==> src/rtl/lbra_pkg.sv <==
// Shared types and constants for the lifetime buffer reuse allocator.
`default_nettype none
package lbra_pkg;

  localparam int NUM_BUFFERS     = 64;
  localparam int UNIT_INDEX_BITS = 16;

  localparam int IDX_W   = $clog2(NUM_BUFFERS);
  localparam int CNT_W   = $clog2(NUM_BUFFERS + 1);
  localparam int UNIT_W  = UNIT_INDEX_BITS;
  localparam int PORT_UNIT_W = 16;
  localparam int ID_W    = 6;
  localparam int TOTAL_W = 7;

  typedef enum logic {
    ACT_CLEAR = 1'b0,
    ACT_ALLOC = 1'b1
  } lbra_action_e;

  typedef struct packed {
    lbra_action_e      action;
    logic [UNIT_W-1:0] cur;
    logic [UNIT_W-1:0] last;
    logic              no_alias;
  } lbra_req_t;

  typedef struct packed {
    logic [ID_W-1:0]    id;
    logic [TOTAL_W-1:0] total;
    logic               full;
  } lbra_res_t;

  typedef struct packed {
    logic              rd_en;
    logic [IDX_W-1:0]  rd_addr;
    logic              we;
    logic [IDX_W-1:0]  wr_addr;
    logic [UNIT_W-1:0] wr_data;
  } lbra_mem_req_t;

endpackage
`default_nettype wire

==> src/rtl/lbra_ram.sv <==
// Simple dual-port RAM, one write and one registered read port.
`default_nettype none
module lbra_ram #(
  parameter int Depth = 64,
  parameter int Width = 16
) (
  input  wire logic                     clk_i,
  input  wire logic                     we_i,
  input  wire logic [$clog2(Depth)-1:0] waddr_i,
  input  wire logic [Width-1:0]         wdata_i,
  input  wire logic                     re_i,
  input  wire logic [$clog2(Depth)-1:0] raddr_i,
  output logic      [Width-1:0]         rdata_o
);

  logic [Width-1:0] mem_q [Depth];
  logic [Width-1:0] rdata_q;

  always_ff @(posedge clk_i) begin
    if (we_i) begin
      mem_q[waddr_i] <= wdata_i;
    end
  end

  always_ff @(posedge clk_i) begin
    if (re_i) begin
      rdata_q <= mem_q[raddr_i];
    end
  end

  assign rdata_o = rdata_q;

endmodule
`default_nettype wire

==> src/rtl/lbra_ctrl.sv <==
// Request sequencer: first-fit scan of the last-use table and table update.
`default_nettype none
module lbra_ctrl (
  input  wire logic                   clk_i,
  input  wire logic                   rst_ni,
  input  wire logic                   req_valid_i,
  input  wire lbra_pkg::lbra_req_t    req_i,
  output logic                        req_ready_o,
  output logic                        res_valid_o,
  output lbra_pkg::lbra_res_t         res_o,
  input  wire logic                   res_ready_i,
  output lbra_pkg::lbra_mem_req_t     mem_o,
  input  wire logic [lbra_pkg::UNIT_W-1:0] mem_rdata_i
);

  typedef enum logic [1:0] {
    ST_IDLE,
    ST_SCAN,
    ST_DONE
  } state_e;

  localparam logic [lbra_pkg::CNT_W-1:0] NumCnt = lbra_pkg::CNT_W'(lbra_pkg::NUM_BUFFERS);

  state_e                          state_q, state_d;
  logic [lbra_pkg::UNIT_W-1:0]     cur_q, cur_d;
  logic [lbra_pkg::UNIT_W-1:0]     last_q, last_d;
  logic                            strict_q, strict_d;
  logic [lbra_pkg::CNT_W-1:0]      count_q, count_d;
  logic [lbra_pkg::IDX_W-1:0]      rdidx_q, rdidx_d;
  lbra_pkg::lbra_res_t             res_q, res_d;

  logic                            hit;
  logic                            last_ent;
  logic [lbra_pkg::CNT_W-1:0]      count_inc;

  assign hit       = strict_q ? (mem_rdata_i < cur_q) : (mem_rdata_i <= cur_q);
  assign last_ent  = (lbra_pkg::CNT_W'(rdidx_q) + lbra_pkg::CNT_W'(1)) == count_q;
  assign count_inc = count_q + lbra_pkg::CNT_W'(1);

  always_comb begin
    state_d     = state_q;
    cur_d       = cur_q;
    last_d      = last_q;
    strict_d    = strict_q;
    count_d     = count_q;
    rdidx_d     = rdidx_q;
    res_d       = res_q;
    req_ready_o = 1'b0;
    mem_o       = '0;
    case (state_q)
      ST_IDLE: begin
        req_ready_o = 1'b1;
        if (req_valid_i) begin
          cur_d    = req_i.cur;
          last_d   = req_i.last;
          strict_d = req_i.no_alias;
          if (req_i.action == lbra_pkg::ACT_CLEAR) begin
            count_d = '0;
            res_d   = '0;
            state_d = ST_DONE;
          end else if (count_q == '0) begin
            mem_o.we      = 1'b1;
            mem_o.wr_addr = '0;
            mem_o.wr_data = req_i.last;
            count_d       = lbra_pkg::CNT_W'(1);
            res_d.id      = '0;
            res_d.total   = lbra_pkg::TOTAL_W'(1);
            res_d.full    = 1'b0;
            state_d       = ST_DONE;
          end else begin
            mem_o.rd_en   = 1'b1;
            mem_o.rd_addr = '0;
            rdidx_d       = '0;
            state_d       = ST_SCAN;
          end
        end
      end
      ST_SCAN: begin
        if (hit) begin
          mem_o.we      = 1'b1;
          mem_o.wr_addr = rdidx_q;
          mem_o.wr_data = last_q;
          res_d.id      = lbra_pkg::ID_W'(rdidx_q);
          res_d.total   = lbra_pkg::TOTAL_W'(count_q);
          res_d.full    = 1'b0;
          state_d       = ST_DONE;
        end else if (last_ent) begin
          if (count_q == NumCnt) begin
            res_d.id    = '0;
            res_d.total = lbra_pkg::TOTAL_W'(count_q);
            res_d.full  = 1'b1;
          end else begin
            mem_o.we      = 1'b1;
            mem_o.wr_addr = count_q[lbra_pkg::IDX_W-1:0];
            mem_o.wr_data = last_q;
            count_d       = count_inc;
            res_d.id      = lbra_pkg::ID_W'(count_q[lbra_pkg::IDX_W-1:0]);
            res_d.total   = lbra_pkg::TOTAL_W'(count_inc);
            res_d.full    = 1'b0;
          end
          state_d = ST_DONE;
        end else begin
          mem_o.rd_en   = 1'b1;
          mem_o.rd_addr = rdidx_q + lbra_pkg::IDX_W'(1);
          rdidx_d       = rdidx_q + lbra_pkg::IDX_W'(1);
        end
      end
      ST_DONE: begin
        if (res_ready_i) begin
          state_d = ST_IDLE;
        end
      end
      default: begin
        state_d = ST_IDLE;
      end
    endcase
  end

  always_ff @(posedge clk_i or negedge rst_ni) begin
    if (!rst_ni) begin
      state_q  <= ST_IDLE;
      count_q  <= '0;
      cur_q    <= '0;
      last_q   <= '0;
      strict_q <= 1'b0;
      rdidx_q  <= '0;
      res_q    <= '0;
    end else begin
      state_q  <= state_d;
      count_q  <= count_d;
      cur_q    <= cur_d;
      last_q   <= last_d;
      strict_q <= strict_d;
      rdidx_q  <= rdidx_d;
      res_q    <= res_d;
    end
  end

  assign res_valid_o = (state_q == ST_DONE);
  assign res_o       = res_q;

endmodule
`default_nettype wire

==> src/rtl/lifetime_buffer_reuse_allocator.sv <==
// Lifetime buffer reuse allocator: top level with output register.
//
// Each word in is a clear or an allocate request; each gives one result word.
// The last-use table sits in a single-port-read RAM and an allocate against a
// non-empty table scans it from buffer 0 upward one entry per cycle, stopping
// at the first entry that fits or at the last one in use. The table needs no
// clearing pass after reset: only entries below the buffer count are ever
// read. A finished result waits in the output register while the next
// request is taken.
`default_nettype none
module lifetime_buffer_reuse_allocator (
  input  wire logic                               clk_i,
  input  wire logic                               rst_ni,
  input  wire logic                               in_valid_i,
  output logic                                    in_ready_o,
  input  wire logic                               action_i,
  input  wire logic [lbra_pkg::PORT_UNIT_W-1:0]   current_unit_i,
  input  wire logic [lbra_pkg::PORT_UNIT_W-1:0]   last_use_i,
  input  wire logic                               no_alias_i,
  output logic                                    out_valid_o,
  input  wire logic                               out_ready_i,
  output logic [lbra_pkg::ID_W-1:0]               buf_index_o,
  output logic [lbra_pkg::TOTAL_W-1:0]            buffer_total_o,
  output logic                                    table_full_o
);

  lbra_pkg::lbra_req_t         req;
  lbra_pkg::lbra_res_t         res;
  lbra_pkg::lbra_res_t         out_q;
  lbra_pkg::lbra_mem_req_t     mem_req;
  logic [lbra_pkg::UNIT_W-1:0] mem_rdata;
  logic                        res_valid;
  logic                        res_ready;
  logic                        out_valid_q;

  assign req.action   = lbra_pkg::lbra_action_e'(action_i);
  assign req.cur      = lbra_pkg::UNIT_W'(current_unit_i);
  assign req.last     = lbra_pkg::UNIT_W'(last_use_i);
  assign req.no_alias = no_alias_i;

  lbra_ctrl u_ctrl (
    .clk_i       (clk_i),
    .rst_ni      (rst_ni),
    .req_valid_i (in_valid_i),
    .req_i       (req),
    .req_ready_o (in_ready_o),
    .res_valid_o (res_valid),
    .res_o       (res),
    .res_ready_i (res_ready),
    .mem_o       (mem_req),
    .mem_rdata_i (mem_rdata)
  );

  lbra_ram #(
    .Depth (lbra_pkg::NUM_BUFFERS),
    .Width (lbra_pkg::UNIT_W)
  ) u_table (
    .clk_i   (clk_i),
    .we_i    (mem_req.we),
    .waddr_i (mem_req.wr_addr),
    .wdata_i (mem_req.wr_data),
    .re_i    (mem_req.rd_en),
    .raddr_i (mem_req.rd_addr),
    .rdata_o (mem_rdata)
  );

  assign res_ready = !out_valid_q || out_ready_i;

  always_ff @(posedge clk_i or negedge rst_ni) begin
    if (!rst_ni) begin
      out_valid_q <= 1'b0;
    end else if (res_valid && res_ready) begin
      out_valid_q <= 1'b1;
    end else if (out_ready_i) begin
      out_valid_q <= 1'b0;
    end
  end

  always_ff @(posedge clk_i) begin
    if (res_valid && res_ready) begin
      out_q <= res;
    end
  end

  assign out_valid_o    = out_valid_q;
  assign buf_index_o    = out_q.id;
  assign buffer_total_o = out_q.total;
  assign table_full_o   = out_q.full;

endmodule
`default_nettype wire

==> config.mk <==
export PLATFORM = sky130hd
export DESIGN_NAME = lifetime_buffer_reuse_allocator
export DESIGN_NICKNAME = d
export VERILOG_FILES = /design/src/rtl/lbra_pkg.sv /design/src/rtl/lbra_ram.sv /design/src/rtl/lbra_ctrl.sv /design/src/rtl/lifetime_buffer_reuse_allocator.sv
export SDC_FILE = /design/constraint.sdc
export NUM_CORES = 1
export LEC_CHECK = 0
export BUFFER_PORTS_ARGS = -buffer_cell sky130_fd_sc_hd__clkbuf_2
export CAP_MARGIN = 5
export CORE_UTILIZATION = 35
export DETAILED_ROUTE_END_ITERATION = 10
export PLACE_DENSITY = 0.59
export REMOVE_ABC_BUFFERS = 1
export SLEW_MARGIN = 20
export SYNTH_ARGS = -nofsm -noshare
export SYNTH_HDL_FRONTEND = slang
export SYNTH_HIERARCHICAL = 1
export SYNTH_SLANG_ARGS = --single-unit
==> constraint.sdc <==
create_clock -name clk_i -period 4.05 [get_ports clk_i]
set_input_delay 0.2025 -clock clk_i [delete_from_list [all_inputs] [get_ports clk_i]]
set_output_delay 0.2025 -clock clk_i [all_outputs]
set_load 0.02 [all_outputs]
# Yosys cells after proc, flatten, opt, wreduce, memory -nomap -nowiden
# Memory sizes are Yosys's and may differ from the RTL's. A register that Yosys moved wholly into a read port is not among the register bits.
# Cells that the tools add are included.
[totals]
out_inout_bits = 16
ram_bits = 1024
memories = 1
in_bits = 38
word_cells = 88
reg_bits = 77
[op_classes]
eq_ne = 14
reduce_logical = 12
n_lt_le_gt_ge = 2
add_sub_neg = 3
mux = 43
[mem_list]
columns = ["name", "depth", "word_bits", "read_ports", "rd_clocked_by_memory_dff", "write_ports", "line_no", "rtl"]
rows = [
  ["u_table.mem_q", 64, 16, 1, 1, 1, "lbra_ram.sv:16", "logic [Width-1:0] mem_q [Depth];"],
]
[ops]
columns = ["operator", "n"]
rows = [
  ["$mux 23", 4],
  ["$mux 14", 6],
  ["$mux 7", 9],
  ["$mux 30", 2],
  ["$pmux 30 s2", 1],
  ["$mux 6", 5],
  ["$pmux 14 s2", 1],
  ["$le 16x16->1", 1],
  ["$lt 16x16->1", 1],
  ["$pmux 7 s2", 1],
  ["$mux 2", 6],
  ["$ne 2x2->1 const B", 6],
  ["$pmux 6 s2", 1],
  ["$reduce_and 6->1", 2],
  ["$add 6x1->7 const B", 1],
  ["$add 7x1->7 const B", 1],
  ["$eq 7x7->1", 1],
  ["$eq 7x7->1 const B", 1],
  ["$logic_not 7->1", 1],
  ["$add 6x1->6 const B", 1],
  ["$mux 1", 6],
  ["$pmux 2 s3", 1],
  ["$ne 2x1->1 const B", 2],
  ["$reduce_and 4->1", 1],
  ["11 further kinds", 12],
]

# Depth between registers and ports, before layout
[depth]
ltp_word = 7
mapped_depth = 18
ltp_nobuf = 13

# Cells and area by module
# The synthesis kept the hierarchy.
[modules_own_cells]
columns = ["module", "seq_area_each_um2", "area_each_um2", "n_inst", "cells_per_inst"]
rows = [
  ["lbra_ram", 31230.0, 40202.3, 1, 1829],
  ["lbra_ctrl", 1551.5, 3590.9, 1, 351],
  ["lifetime_buffer_reuse_allocator", 445.4, 474.2, 1, 18],
]

# Worst setup path after synthesis
# OpenSTA, ideal clock, no wires.
[synth_path]
path_kind = "reg2reg"
start = "reg u_table.rdata_q[14] (netlist: u_table/rdata_o[14]) (read register of u_table.mem_q)"
end = "mem u_table.mem_q[48][0] (enable)"
path_slack_ns = -0.125
setup_ns = 0.409
stages_incl_launch_ff = 13
n_path_buf = 2
t_arrival_ns = 3.765
path_cell_list = "edfxtp_1 > ha_1 > nand4_1 > nor4_1 > o21ai_1 > a31oi_4 > buf_4 > mux2i_1 > nor2_1 > clkbuf_1 > nor2b_1 > nand4b_1 > nor3_1"
[synth_rtl]
columns = ["item", "line_no", "rtl"]
rows = [
  ["start, declared", "lbra_ram.sv:17", "logic [Width-1:0] rdata_q;"],
  ["end, declared", "lbra_ram.sv:16", ""],
]

==> out/metrics.csv <==
metric,value,unit
outcome,finished with violations,
violations,"design-rule violations, negative setup slack",
start_kind,register,
final_cells,4318,
syn_avg_cell_area,20.1,sq um
dr.first_iter.drc_count,2575,
finClkSkew,0.0365,ns
design.portCount,54,
grt_pass1_vias,23600,
cts_buffers,111,
fill_cells,10700,
die_area,128000,sq um
power_density,530,nW/um^2
port_buffers,53,
clk_pin_slew,0.06,ns
yosys.cell_types.count,72,
worst_ep_required_time,4.49,ns
synth_seq_cells,1117,
wl_per_cell,26.4,um
crit_chain,ha_1 -> a21oi_1 -> o21ai_0 -> a221oi_2 -> a31oi_4 -> o211ai_4 -> buf_4 -> buf_4 -> nor2b_4 -> buf_4 -> nor2_1 -> nand4_1 -> and4_1,
yosys_most_used_dff,edfxtp_1,
start_util,35.3,%
synth_edf_count,1054,
final_cell_area,54200,sq um
power,28.7,mW
place_worst_setup_slack,-0.438,ns
yosysWarningCount,6,
place_hpwl,71.8,mm
cp_max_fo,11,
chipWidth,358,um
finalMaxSlewViolations,0,
antenna_left,0,
pwr-share-comb,15.6,%
peakVddDrop,0.380,mV
rows,130,
rsz0062_at_grt,true,
ys_seq_area_share,75.1,%
htree_levels,3,
hold_viol,0,
area_growth,22.4,%
viasPerCell,5.37,
cts_buffer_depth,3,
endpoint_kind,register,
hold_slack,0.144,ns
synth_top_cell_area_share,71.5,%
min_path_type,input pin to async pin,
slowest_delay,0.63,ns
crit_arrival,4.64,ns
worst_pin_slew,0.856,ns
setup_ws,-0.154,ns
cts_sinks,1117,
max_freq,238,MHz
drc,2,
synth_area,44300,sq um
p_sw,7.28,mW
grt_overflow,0,
synth_top_cells_by_area,"edfxtp_1, mux4_2, dfrtp_1",
routabilityCongestion,0.903,
drt-pass1-iter-count,8,
clockPowerShare,35.9,%
yosys.area.top_type,edfxtp_1,
drive_gt1_share,34.2,%
grt_max_degree,65,
cts_root_buffer,clkbuf_16,
synthTopCellsByCount,"edfxtp_1, mux4_2, nor2_1",
seq_power_share,48.5,%
dp_cells,4048,
grt_pass1_wl,165,mm
track_usage,17.8,%
dpl_cell_area,49200,sq um
switching_share,25.4,%
setup_violations,11,
insertion_delay,0.69,ns
syn_inst,2198,
nets,2628,
maxSlewHeadroom,42.9,%
finalCriticalPeriod,4.20,ns
worst-setup-path-type,register to register,
critPathSlowestCell,nor2_1,
ys_async_sr_fraction,5.64,%
cpMostUsedCell,buf_4,
core_area,126000,sq um
max-cap-violations,0,
cts_tree,built,
wirelength,114,mm
p_int,21.4,mW
power.leakage,17.5,nW
antenna_found_initial,1,
synth_most_common_cell,edfxtp_1,
fp.dieH,358,um
min_period_over_period,104,%
vias,23200,
-- path summary, 6_finish.rpt --
path / startpoint / end / slack [ns] / cells after the start
hold reg to reg: u_ctrl/res_o[3]$_DFFE_PN0P_ / buffer_total_o[2]$_DFFE_PP_ / 0.45 / 0
min in group clk_i: no_alias_i / u_ctrl/strict_q$_DFFE_PN0P_ / 0.29 / 3
setup reg to reg: u_table/rdata_o[7]$_DFFE_PP_ / u_table/rdata_o[5]$_DFFE_PP_ / -0.15 / 13
max in group asynchronous: rst_ni / u_ctrl/last_q[9]$_DFFE_PN0P_ / 2.85 / 3
hold / removal: rst_ni / u_ctrl/res_o[11]$_DFFE_PN0P_ / 0.14 / 2
setup / recovery: u_table/rdata_o[7]$_DFFE_PP_ / u_table/rdata_o[5]$_DFFE_PP_ / -0.15 / 13
-- layout make-up --
type / count / area [sq um] / share of cell area (%)
diodes: 2 / 5.00 / 0.00924
well taps: 1650 / 2060 / 3.81
repair buffers: 384 / 4410 / 8.14
clock buffers: 140 / 3020 / 5.58
clock inverters: 69 / 641 / 1.18
multi-input cells: 931 / 10700 / 19.8
inverters: 25 / 93.8 / 0.173
flip-flops and latches: 1117 / 33200 / 61.3
-- critical path: cells and delay by family, from the launching register on --
family                   cells  cell delay [ns]
buffers and inverters        3             0.55
AO/OA/AOI/OAI                5             1.03
flip-flops                   1             0.47
AND/OR/NAND/NOR              4             1.53
adder cells (fa/ha/maj)      1             0.36
-- layer usage --
layer | share of wire [%] | global-route usage (%) | vias to the layer above | routed length, um
met2 | 48 | 28.4 | 885 | 54500
met4 | 2.5 | 5.11 | 2 | 2850
li1 | - | - | 9811 | -
met5 | 0.012 | 0 | - | 14
met1 | 43 | 25.1 | 12300 | 48800
met3 | 6.9 | 2.87 | 177 | 7920
-- cell families (layout without fill, tap and decap cells) --
family | after synthesis | count (layout) | synth area share (%)
flip-flops | 1117 | 1117 | 75.1
other | 0 | 2 | 0
AO/OA/AOI/OAI | 223 | 223 | 3.86
adder cells (fa/ha/maj) | 20 | 20 | 0.565
multiplexers | 360 | 360 | 14.6
buffers and inverters | 150 | 618 | 2.09
AND/OR/NAND/NOR | 317 | 317 | 3.54
XOR/XNOR | 11 | 11 | 0.249
-- placed cells by master (no fill, tap or decap), drive strengths merged, types with 11 or more instances in the layout --
cell type / n
a31oi: 13
dfrtp: 63
nand4: 19
o21ai: 26
a22oi: 39
bufinv: 11
a21o: 12
nand2: 86
dlygate4sd3: 37
a221oi: 18
clkbuf: 194
mux4: 224
ha: 20
a22o: 27
nor2b: 35
buf: 293
o2bb2ai: 14
edfxtp: 1054
nand3: 31
mux2i: 89
nor2: 100
a21oi: 25
inv: 30
mux2: 47
clkinv: 47
-- registers in the layout, summed over array words and instances (netlist names), 2 cells and up --
register         flops
buf_index_o          6
buffer_total_o       7
u_ctrl/count_q       7
u_ctrl/cur_q        16
u_ctrl/last_q       16
u_ctrl/rdidx_q       6
u_ctrl/res_o        14
u_ctrl/state_q       2
u_table/mem_q     1024
u_table/rdata_o     16
-- power groups by stage --
| stage | clock, mW | combinational, mW | sequential [mW] |
|---|---|---|---|
| after floorplan | 0 | 2.66 | 14.2 |
| after global placement | 0 | 4.13 | 14.1 |
| after detailed placement | 0 | 4.25 | 14.2 |
| after CTS | 10.5 | 4.47 | 13.9 |
| after global routing | 10.9 | 4.77 | 14.0 |
| final | 10.3 | 4.49 | 13.9 |
-- metrics by stage --
step | TNS (ns) | util [%]
CTS | -0.249 | 42.9
floorplan | -1109.39 | -
finish | -0.544 | 43.2
global route | -22.61 | 43.2
detailed placement | -11.26 | 39.2
global placement | -12.76 | 39.2
-- repair_timing --
item | in CTS | in global routing
setup buffers | 13 | 11
cloned | 3 | 2
resized for setup | 97 | 50
hold buffers | 37 | 0
hold endpoints to repair | 65 | 0
pin swaps | 25 | 17
setup endpoints to repair | 253 | 967
No activity file was read; power rests on OpenSTA's default activity.
